**config.mk**
```make
export PLATFORM = sky130hd
export DESIGN_NAME = ile_seq
export DESIGN_NICKNAME = d
export VERILOG_FILES = /design/src/hdl/ile_pkg.sv /design/src/hdl/ile_seq.sv
export SDC_FILE = /design/constraint.sdc
export NUM_CORES = 1
export LEC_CHECK = 0
export ABC_CLOCK_PERIOD_IN_PS = 5300
export BUFFER_PORTS_ARGS = -buffer_cell sky130_fd_sc_hd__buf_2
export CORE_UTILIZATION = 55
export CTS_CLUSTER_SIZE = 14
export DETAILED_ROUTE_END_ITERATION = 8
export MAX_ROUTING_LAYER = met4
export PLACE_DENSITY = 0.8
export REMOVE_ABC_BUFFERS = 1
export SLEW_MARGIN = 20
export SYNTH_ARGS = -nofsm -noshare
export SYNTH_HDL_FRONTEND = slang
export SYNTH_SLANG_ARGS = --single-unit
```
**constraint.sdc**
```tcl
create_clock -name i_clk -period 5.3 [get_ports i_clk]
set_clock_uncertainty 0.05 [all_clocks]
set_input_delay 0.265 -clock i_clk [delete_from_list [all_inputs] [get_ports i_clk]]
set_output_delay 0.265 -clock i_clk [all_outputs]
set_load 0.01 [all_outputs]
```
**src/hdl/ile_pkg.sv**
```systemverilog
// Shared types, sizes and codes for the indexed list engine.
`timescale 1ns / 1ps

package ile_pkg;

    localparam int CAPACITY = 1024;
    localparam int ADDR_W   = $clog2(CAPACITY);
    localparam int CNT_W    = $clog2(CAPACITY + 1);
    localparam int POS_W    = 16;
    localparam int VAL_W    = 32;
    localparam int CMD_W    = 3;
    localparam int STAT_W   = 2;
    localparam int CMP_W    = (CNT_W > POS_W) ? CNT_W : POS_W;

    localparam int IN_DATA_W  = 48;
    localparam int OUT_DATA_W = 48;

    localparam logic [CMD_W-1:0] CMD_READ     = 3'd0;
    localparam logic [CMD_W-1:0] CMD_INS_HEAD = 3'd1;
    localparam logic [CMD_W-1:0] CMD_INS_TAIL = 3'd2;
    localparam logic [CMD_W-1:0] CMD_INS_AT   = 3'd3;
    localparam logic [CMD_W-1:0] CMD_DELETE   = 3'd4;

    localparam logic [STAT_W-1:0] STAT_OK    = 2'd0;
    localparam logic [STAT_W-1:0] STAT_RANGE = 2'd1;
    localparam logic [STAT_W-1:0] STAT_FULL  = 2'd2;

    typedef struct packed {
        logic              we;
        logic [ADDR_W-1:0] waddr;
        logic [VAL_W-1:0]  wdata;
        logic              re;
        logic [ADDR_W-1:0] raddr;
    } t_ram_req;

endpackage

```
**src/hdl/ile_seq.sv**
```systemverilog
// Command decode, shift sequencer and result register of the list engine.
`timescale 1ns / 1ps

module ile_seq
    import ile_pkg::*;
(
    input  logic                  i_clk,
    input  logic                  i_rst_n,
    input  logic                  s_axis_tvalid,
    output logic                  s_axis_tready,
    input  logic [IN_DATA_W-1:0]  s_axis_tdata,
    input  logic [CMD_W-1:0]      s_axis_tuser,
    output logic                  m_axis_tvalid,
    input  logic                  m_axis_tready,
    output logic [OUT_DATA_W-1:0] m_axis_tdata,
    output logic [STAT_W-1:0]     m_axis_tuser,
    output t_ram_req              o_ram_req,
    input  logic [VAL_W-1:0]      i_ram_rdata
);

    localparam logic [1:0] ST_IDLE  = 2'd0;
    localparam logic [1:0] ST_READ  = 2'd1;
    localparam logic [1:0] ST_SHIFT = 2'd2;
    localparam logic [1:0] ST_DONE  = 2'd3;

    logic [1:0]        r_state,     n_state;
    logic [CNT_W-1:0]  r_count,     n_count;
    logic              r_rd_act,    n_rd_act;
    logic              r_pend,      n_pend;
    logic [ADDR_W-1:0] r_rd_addr,   n_rd_addr;
    logic [ADDR_W-1:0] r_pend_addr, n_pend_addr;
    logic [ADDR_W-1:0] r_lim,       n_lim;
    logic              r_ins,       n_ins;
    logic [VAL_W-1:0]  r_val,       n_val;
    logic [VAL_W-1:0]  r_res_value, n_res_value;
    logic [STAT_W-1:0] r_res_stat,  n_res_stat;
    logic              r_out_valid, n_out_valid;
    logic [VAL_W-1:0]  r_out_value, n_out_value;
    logic [STAT_W-1:0] r_out_stat,  n_out_stat;
    logic [CNT_W-1:0]  r_out_count, n_out_count;

    logic [POS_W-1:0]  w_pos;
    logic [VAL_W-1:0]  w_value;
    logic [ADDR_W-1:0] w_pos_addr;
    logic [CMP_W-1:0]  w_pos_c;
    logic [CMP_W-1:0]  w_cnt_c;
    logic              w_pos_ok;
    logic              w_full;
    logic              w_ins_go;
    logic [ADDR_W-1:0] w_ins_pos;
    logic              w_out_free;

    assign w_pos      = s_axis_tdata[POS_W-1:0];
    assign w_value    = s_axis_tdata[POS_W+VAL_W-1:POS_W];
    assign w_pos_addr = w_pos[ADDR_W-1:0];
    assign w_pos_c    = CMP_W'(w_pos);
    assign w_cnt_c    = CMP_W'(r_count);
    assign w_pos_ok   = !w_pos[POS_W-1] && (w_pos_c < w_cnt_c);
    assign w_full     = (r_count == CNT_W'(CAPACITY));
    assign w_out_free = !r_out_valid || m_axis_tready;

    assign s_axis_tready = (r_state == ST_IDLE);
    assign m_axis_tvalid = r_out_valid;
    assign m_axis_tdata  = {{(OUT_DATA_W-VAL_W-CNT_W){1'b0}}, r_out_count, r_out_value};
    assign m_axis_tuser  = r_out_stat;

    always_comb begin
        n_state     = r_state;
        n_count     = r_count;
        n_rd_act    = r_rd_act;
        n_pend      = r_pend;
        n_rd_addr   = r_rd_addr;
        n_pend_addr = r_pend_addr;
        n_lim       = r_lim;
        n_ins       = r_ins;
        n_val       = r_val;
        n_res_value = r_res_value;
        n_res_stat  = r_res_stat;
        n_out_valid = r_out_valid;
        n_out_value = r_out_value;
        n_out_stat  = r_out_stat;
        n_out_count = r_out_count;
        o_ram_req   = '0;
        w_ins_go    = 1'b0;
        w_ins_pos   = '0;

        if (r_out_valid && m_axis_tready) begin
            n_out_valid = 1'b0;
        end

        unique case (r_state)
            ST_IDLE: begin
                if (s_axis_tvalid) begin
                    n_res_value = '0;
                    n_res_stat  = STAT_RANGE;
                    n_state     = ST_DONE;
                    unique case (s_axis_tuser)
                        CMD_READ: begin
                            if (w_pos_ok) begin
                                o_ram_req.re    = 1'b1;
                                o_ram_req.raddr = w_pos_addr;
                                n_res_stat      = STAT_OK;
                                n_state         = ST_READ;
                            end else begin
                                n_res_value = '1;
                            end
                        end
                        CMD_INS_HEAD: begin
                            w_ins_go = 1'b1;
                        end
                        CMD_INS_TAIL: begin
                            w_ins_go  = 1'b1;
                            w_ins_pos = r_count[ADDR_W-1:0];
                        end
                        CMD_INS_AT: begin
                            priority if (w_pos[POS_W-1] || (w_pos == '0)) begin
                                w_ins_go = 1'b1;
                            end else if (w_pos_c <= w_cnt_c) begin
                                w_ins_go  = 1'b1;
                                w_ins_pos = w_pos_addr;
                            end
                        end
                        CMD_DELETE: begin
                            if (w_pos_ok) begin
                                n_res_stat = STAT_OK;
                                if (CNT_W'(w_pos_addr) == r_count - CNT_W'(1)) begin
                                    n_count = r_count - CNT_W'(1);
                                end else begin
                                    // walk up, moving each element one place down
                                    n_rd_act  = 1'b1;
                                    n_pend    = 1'b0;
                                    n_rd_addr = w_pos_addr + ADDR_W'(1);
                                    n_lim     = ADDR_W'(r_count - CNT_W'(1));
                                    n_ins     = 1'b0;
                                    n_state   = ST_SHIFT;
                                end
                            end
                        end
                        default: begin
                        end
                    endcase

                    if (w_ins_go) begin
                        if (w_full) begin
                            n_res_stat = STAT_FULL;
                        end else if (w_ins_pos == r_count[ADDR_W-1:0]) begin
                            o_ram_req.we    = 1'b1;
                            o_ram_req.waddr = w_ins_pos;
                            o_ram_req.wdata = w_value;
                            n_count         = r_count + CNT_W'(1);
                            n_res_stat      = STAT_OK;
                        end else begin
                            // walk down from the tail, moving each element one place up
                            n_rd_act   = 1'b1;
                            n_pend     = 1'b0;
                            n_rd_addr  = r_count[ADDR_W-1:0] - ADDR_W'(1);
                            n_lim      = w_ins_pos;
                            n_ins      = 1'b1;
                            n_val      = w_value;
                            n_res_stat = STAT_OK;
                            n_state    = ST_SHIFT;
                        end
                    end
                end
            end
            ST_READ: begin
                n_res_value = i_ram_rdata;
                n_state     = ST_DONE;
            end
            ST_SHIFT: begin
                if (r_rd_act) begin
                    o_ram_req.re    = 1'b1;
                    o_ram_req.raddr = r_rd_addr;
                    n_pend_addr     = r_ins ? (r_rd_addr + ADDR_W'(1))
                                            : (r_rd_addr - ADDR_W'(1));
                    if (r_rd_addr == r_lim) begin
                        n_rd_act = 1'b0;
                    end else begin
                        n_rd_addr = r_ins ? (r_rd_addr - ADDR_W'(1))
                                          : (r_rd_addr + ADDR_W'(1));
                    end
                end
                n_pend = r_rd_act;
                if (r_pend) begin
                    o_ram_req.we    = 1'b1;
                    o_ram_req.waddr = r_pend_addr;
                    o_ram_req.wdata = i_ram_rdata;
                end
                if (!r_rd_act && !r_pend) begin
                    if (r_ins) begin
                        o_ram_req.we    = 1'b1;
                        o_ram_req.waddr = r_lim;
                        o_ram_req.wdata = r_val;
                        n_count         = r_count + CNT_W'(1);
                    end else begin
                        n_count = r_count - CNT_W'(1);
                    end
                    n_state = ST_DONE;
                end
            end
            ST_DONE: begin
                // hold the result until the output register frees up
                if (w_out_free) begin
                    n_out_valid = 1'b1;
                    n_out_value = r_res_value;
                    n_out_stat  = r_res_stat;
                    n_out_count = r_count;
                    n_state     = ST_IDLE;
                end
            end
            default: begin
                n_state = ST_IDLE;
            end
        endcase
    end

    always_ff @(posedge i_clk) begin
        if (!i_rst_n) begin
            r_state     <= ST_IDLE;
            r_count     <= '0;
            r_rd_act    <= 1'b0;
            r_pend      <= 1'b0;
            r_out_valid <= 1'b0;
        end else begin
            r_state     <= n_state;
            r_count     <= n_count;
            r_rd_act    <= n_rd_act;
            r_pend      <= n_pend;
            r_out_valid <= n_out_valid;
        end
    end

    always_ff @(posedge i_clk) begin
        r_rd_addr   <= n_rd_addr;
        r_pend_addr <= n_pend_addr;
        r_lim       <= n_lim;
        r_ins       <= n_ins;
        r_val       <= n_val;
        r_res_value <= n_res_value;
        r_res_stat  <= n_res_stat;
        r_out_value <= n_out_value;
        r_out_stat  <= n_out_stat;
        r_out_count <= n_out_count;
    end

endmodule

```
### Word level (Yosys, flattened, before mapping)

Index checks and enable logic that the tools add are counted.

| operators by class | value |
|---|---|
| add/subtract/negate cells | 6 |
| order comparisons | 2 |
| equality and inequality tests | 16 |
| muxes and demuxes | 95 |
| bitwise operators | 2 |
| reductions and logical operators | 25 |

Operators with widths:

| operator | count |
|---|---|
| 43-bit 2-to-1 mux | 6 |
| 10-bit 2-to-1 mux | 21 |
| 11-bit 2-to-1 mux | 12 |
| 54-bit one-hot mux with 2 select lines | 1 |
| 32-bit 2-to-1 mux | 3 |
| 32-bit one-hot mux with 2 select lines | 1 |
| 54-bit 2-to-1 mux | 1 |
| 10-bit one-hot mux with 2 select lines | 2 |
| 1-bit 2-to-1 mux | 33 |
| 11-bit one-hot mux with 2 select lines | 1 |
| 10-bit by 1-bit adder with 10-bit output, second input constant | 2 |
| 10-bit == test | 2 |
| 10-bit by 1-bit subtractor with 10-bit output, second input constant | 2 |
| 2-bit 2-to-1 mux | 9 |
| 16-bit by 11-bit <= comparator with 1-bit output | 1 |
| 16-bit logical NOT | 1 |
| 16-bit by 11-bit less-than comparator with 1-bit output | 1 |
| 11-bit by 1-bit adder with 11-bit output, second input constant | 1 |
| 10-bit by 11-bit == test with 1-bit output | 1 |
| 11-bit == test, second input constant | 1 |
| 11-bit by 1-bit subtractor with 11-bit output, second input constant | 1 |
| 2-bit inequality test, second input constant | 5 |
| 2-bit AND reduction | 5 |
| 2-bit one-hot mux with 4 select lines | 1 |
| other kinds (18) | 32 |

| word-level totals | value |
|---|---|
| register bits after elaboration | 158 |
| bits of input ports | 87 |
| logic and storage cells | 161 |

### Depth between registers and ports, before layout

| depth | value |
|---|---|
| depth after elaboration | 12 |
| gate-level depth with buffers | 17 |
| depth with buffers taken out | 13 |

### Worst setup path before layout

Ideal clock, no wire load.

| path | value |
|---|---|
| path type | flip-flop to flip-flop |
| start point | reg r_count[8] |
| end point | reg r_val[0], enable pin |
| data arrival time | 4,298 ps |
| data required time | 4,829 ps |
| slack | 531 ps |
| cell stages (with the launch flop) | 13 |
| buffers on the path | 2 |
| cell sequence | dfxtp_1 clkbuf_1 clkinv_1 ha_1 a21o_1 a211o_1 o41a_1 or3_1 mux2i_1 nand2_1 o21bai_1 clkbuf_1 nor2_1 |

| between the ends | value |
|---|---|
| word-level cells in the longest chain between the ends | 9 |
| elaborated cells on any way between the ends | 16 |
| classes of those cells | 1 x order compare; 2 x eq/ne; 10 x mux; 2 x bitwise; 1 x reduce/logical |

Ends and longest elaborated chain:

| item | line | source |
|---|---|---|
| start, declared | ile_seq.sv:27 | `logic [CNT_W-1:0] r_count, n_count;` |
| start signal, assigned | ile_seq.sv:226 | `r_count <= n_count;` |
| 16-bit by 11-bit <= comparator with 1-bit output | ile_seq.sv:118 | `end else if (w_pos_c <= w_cnt_c) begin` |
| 10-bit 2-to-1 mux | ile_seq.sv:118 |  |
| 10-bit 2-to-1 mux | ile_seq.sv:116 | `priority if (w_pos[POS_W-1] \|\| (w_pos == '0)) begin` |
| 10-bit one-hot mux with 2 select lines | ile_seq.sv:97 | `unique case (s_axis_tuser)` |
| 10-bit 2-to-1 mux | ile_seq.sv:93 | `if (s_axis_tvalid) begin` |
| 10-bit 2-to-1 mux | ile_seq.sv:91 | `unique case (r_state)` |
| 10-bit == test | ile_seq.sv:146 | `end else if (w_ins_pos == r_count[ADDR_W-1:0]) begin` |
| 1-bit inverter (no line) | -- |  |
| 5-bit AND reduction (no line) * | -- |  |
| end signal, assigned | ile_seq.sv:238 | `r_val <= n_val;` |
| end, declared | ile_seq.sv:34 | `logic [VAL_W-1:0] r_val, n_val;` |

Mark *: on every way between the ends. The rest lies on a longest branch, timed or not. The select of a mux whose other input is x is not followed.
A chain may end at the register's enable or synchronous reset.

==> insert_results.sql <==
INSERT INTO impl_metrics (metric_group, metric, value, unit) VALUES
('sta', 'slew_viol_final', '0', ''),
('setup_path', 'critical-path-slowest-cell', 'or3_1', ''),
('sta', 'fin_crit_sh', '95.6', '%'),
('final_layout', 'final_cell_count_no_fill', '1265', ''),
('synthesis', 'syn_area_per_cell', '10.6', 'sq um'),
('floorplan', 'die_height', '130', 'um'),
('pwr', 'peakVddDrop', '440', 'uV'),
('cts', 'clk-insertion-delay-late', '430', 'ps'),
('sta', 'period_needed', '5070', 'ps'),
('placed_design', 'placedInstanceArea', '10100', 'sq um'),
('routing', 'post_drt_wl_per_cell', '21.6', 'um'),
('placed_design', 'gpl.final_weighted_congestion', '0.993', ''),
('sta', 'timing.final.hold_violations', '0', ''),
('cts', 'cts_inserted_buffers', '17', ''),
('final_layout', 'mostFrequentLayoutCell', 'buf_2', ''),
('global_routing', 'globalRouteOverflowTotal', '0', ''),
('cts', 'clock-root-buffer', 'clkbuf_16', ''),
('synthesis', 'yosys_most_used_dff', 'edfxtp_1', ''),
('sta', 'tightestPinTransition', '1010', 'ps'),
('global_routing', 'grt_start_max_net_pins', '46', ''),
('routing', 'num_vias', '8050', ''),
('floorplan', 'placement_rows', '46', ''),
('final_layout', 'postLayoutCoreUtil', '69.7', '%'),
('synthesis', 'yosys_warnings', '0', ''),
('synthesis', 'postSynth.asyncResetShare', '0', '%'),
('cts', 'worst_setup_hold_path_clk_slew', '70', 'ps'),
('sta', 'max_freq', '0.197', 'GHz'),
('cts', 'htree_levels', '4', ''),
('pwr', 'p_leak', '4.79', 'nW'),
('setup_path', 'worst_r2r_startpoint', 'r_count[10]', ''),
('setup_path', 'endpoint', 'o_ram_req[35]', ''),
('global_routing', 'antenna_found_initial', '0', ''),
('setup_path', 'worst_ep_required_time', '4990', 'ps'),
('final_layout', 'n_fill_cell', '1151', ''),
('sta', 'grt_setup_unrepaired', 'false', ''),
('floorplan', 'initial_core_util', '56.4', '%'),
('floorplan', 'pin_count', '193', ''),
('synthesis', 'synth.yosys.seq_area_share', '51.0', '%'),
('final_layout', 'antenna-diode-count', '0', ''),
('status', 'status', 'complete, no violations', ''),
('floorplan', 'die-area', '16900', 'sq um'),
('setup_path', 'timing.rr.end', 'r_rd_addr[4]', ''),
('synthesis', 'synth-edff-count', '142', ''),
('sta', 'fin_hold_ws', '32.6', 'ps'),
('setup_path', 'critPathLaunchType', 'register', ''),
('sta', 'fin_ws', '232', 'ps'),
('pwr', 'powerDensity', '530', 'nW/um^2'),
('synthesis', 'synth.top_cells.by_area', 'edfxtp_1 (47%), xnor2_1 (4.4%), a222oi_1 (3.7%)', ''),
('setup_path', 'critical-path-max-stage-delay', '520', 'ps'),
('routing', 'remaining_number_of_nets_flagged_by_the_antenna_check_after_routing', '0', ''),
('final_layout', 'post_route_cells_drive_above_1_share', '25.6', '%'),
('setup_path', 'critical_path_maximum_fanout', '32', ''),
('sta', 'setup_viol', '0', ''),
('synthesis', 'ys_types', '68', ''),
('placed_design', 'place.detailed.instances', '1200', ''),
('synthesis', 'synthDominantCellAreaShare', '47.4', '%'),
('pwr', 'final_total_pwr', '5.90', 'mW'),
('final_layout', 'area.growth.synth_to_final', '23.5', '%'),
('routing', 'post_drt_via_cell_ratio', '6.36', ''),
('setup_path', 'r2r_depth', '14', ''),
('final_layout', 'finalNetCount', '1144', ''),
('setup_path', 'crit_chain', 'inv_1, ha_1, a311o_1, a21oi_1, o21ai_0, o41a_1, or3_1, mux2i_1, nand2_1, or3_1, nor2_2, buf_4, a222oi_1, inv_1, buf_2', ''),
('setup_path', 'data_arrival_time_of_the_worst_path', '4750', 'ps'),
('placed_design', 'hpwl_after_dpl', '18200', 'um'),
('synthesis', 'netlist.top_cell.by_area', 'edfxtp_1', ''),
('synthesis', 'postSynthCellCount', '847', ''),
('setup_path', 'ws_path_type', 'register to output port', ''),
('placed_design', 'post-place-ws', '181', 'ps'),
('sta', 'setup_tns', '0', 'ps'),
('global_routing', 'via_count_of_the_first_global_routing_pass', '7356', ''),
('final_layout', 'fin_area', '11100', 'sq um');
how the worst min path moves through the flow:
stage | startpoint | endpoint | slack, ps | depth (start not counted)
after detailed placement | r_res_value[27] | r_out_value[27] | 350 | 0
after CTS | s_axis_tdata[43] | r_val[27] | 20 | 1
after global placement | r_res_value[27] | r_out_value[27] | 350 | 0
after floorplan | s_axis_tdata[16] | r_val[0] | 310 | 0
final | s_axis_tdata[43] | r_val[27] | 30 | 1
after global routing | s_axis_tdata[43] | r_val[27] | 20 | 1
per-layer routing:
layer | vias up | global-route usage, % | wire, um
met4 | 0 | 12.2 | 640
li1 | 3578 | - | -
met5 | - | - | 0
met3 | 57 | 6.97 | 2930
met1 | 3848 | 41.9 | 10900
met2 | 567 | 53.2 | 12900
worst max-delay path, delay by kind of cell, from the launching register on:
kind	cells	cell delay, ps
compound gates	5	1260
fa+ha+maj	1	360
simple gates	4	1230
buf+inv	4	760
flops	1	500
mux	1	190
what timing repair did:
| action | in CTS | in global routing |
|---|---|---|
| gates resized for setup | 1 | 4 |
| buffers inserted | 2 | 0 |
| setup endpoints to repair | 32 | 32 |
| pin swaps | 1 | 0 |
| hold buffers | 31 | 0 |
| hold endpoints to repair | 31 | 0 |
cells by family (layout without fill, tap and decap cells):
family | Yosys count | count (layout) | share of synthesized area [%]
AO/OA/AOI/OAI | 255 | 255 | 20.5
XOR/XNOR | 55 | 55 | 5.35
adder cells (fa/ha/maj) | 21 | 21 | 2.92
buffers and inverters | 145 | 343 | 6.52
flip-flops | 158 | 158 | 51.0
multiplexers | 28 | 28 | 3.13
other | 1 | 5 | 0.0417
AND/OR/NAND/NOR | 184 | 184 | 10.6
flip-flops by register name, summed over array words and instances, names as in the netlist:
register,count
m_axis_tuser,2
m_axis_tvalid,1
r_count,11
r_ins,1
r_lim,10
r_out_count,11
r_out_value,32
r_pend,1
r_pend_addr,10
r_rd_act,1
r_rd_addr,10
r_res_stat,2
r_res_value,32
r_state,2
r_val,32
cell usage after synthesis (2+ instances only):
library cell and instances:
a31oi_1 8, o311ai_0 2, and2_1 6, nand3_1 16, buf_1 6, clkinv_1 2
and3_1 4, nor4_4 2, a22o_1 11, a211oi_1 15, a22oi_1 22, clkbuf_1 55
nand4b_1 2, xor2_1 10, o21ai_1 3, xnor2_1 45, buf_2 10, o41ai_1 3
ha_1 21, o21ai_0 38, a21o_1 36, a211o_1 4, nor2_1 46, inv_1 65
a21boi_0 2, a32oi_1 2, a222oi_1 33, mux2i_1 27, a311o_1 2, nand2b_1 3
nor2b_1 4, edfxtp_1 142, or3_1 9, nor3_1 16, o31ai_1 2, a21oi_1 37
nand4_1 8, nor4_1 8, dfxtp_1 16, buf_4 6, nor4b_1 2, nand2_1 49
o211ai_1 19, o22ai_1 4
layout make-up:
type / count / area (sq um) / area share (%)
timing repair buffer: 244 / 1440 / 13.0
sequential: 158 / 4590 / 41.3
multi-input combinational: 548 / 3910 / 35.2
inverter: 67 / 255 / 2.30
clock inverter: 14 / 223 / 2.00
clock buffer: 18 / 429 / 3.86
tap: 216 / 270 / 2.43
power by group:
part | leakage, nW | internal (mW) | total, mW | switching (mW)
logic | 3.02 | 0.887 | 2.39 | 1.50
clock network | 0.319 | 0.811 | 1.35 | 0.544
registers | 1.46 | 1.87 | 2.15 | 0.279
total | 4.79 | 3.57 | 5.90 | 2.33
Power figures use the tool's default switching activity.
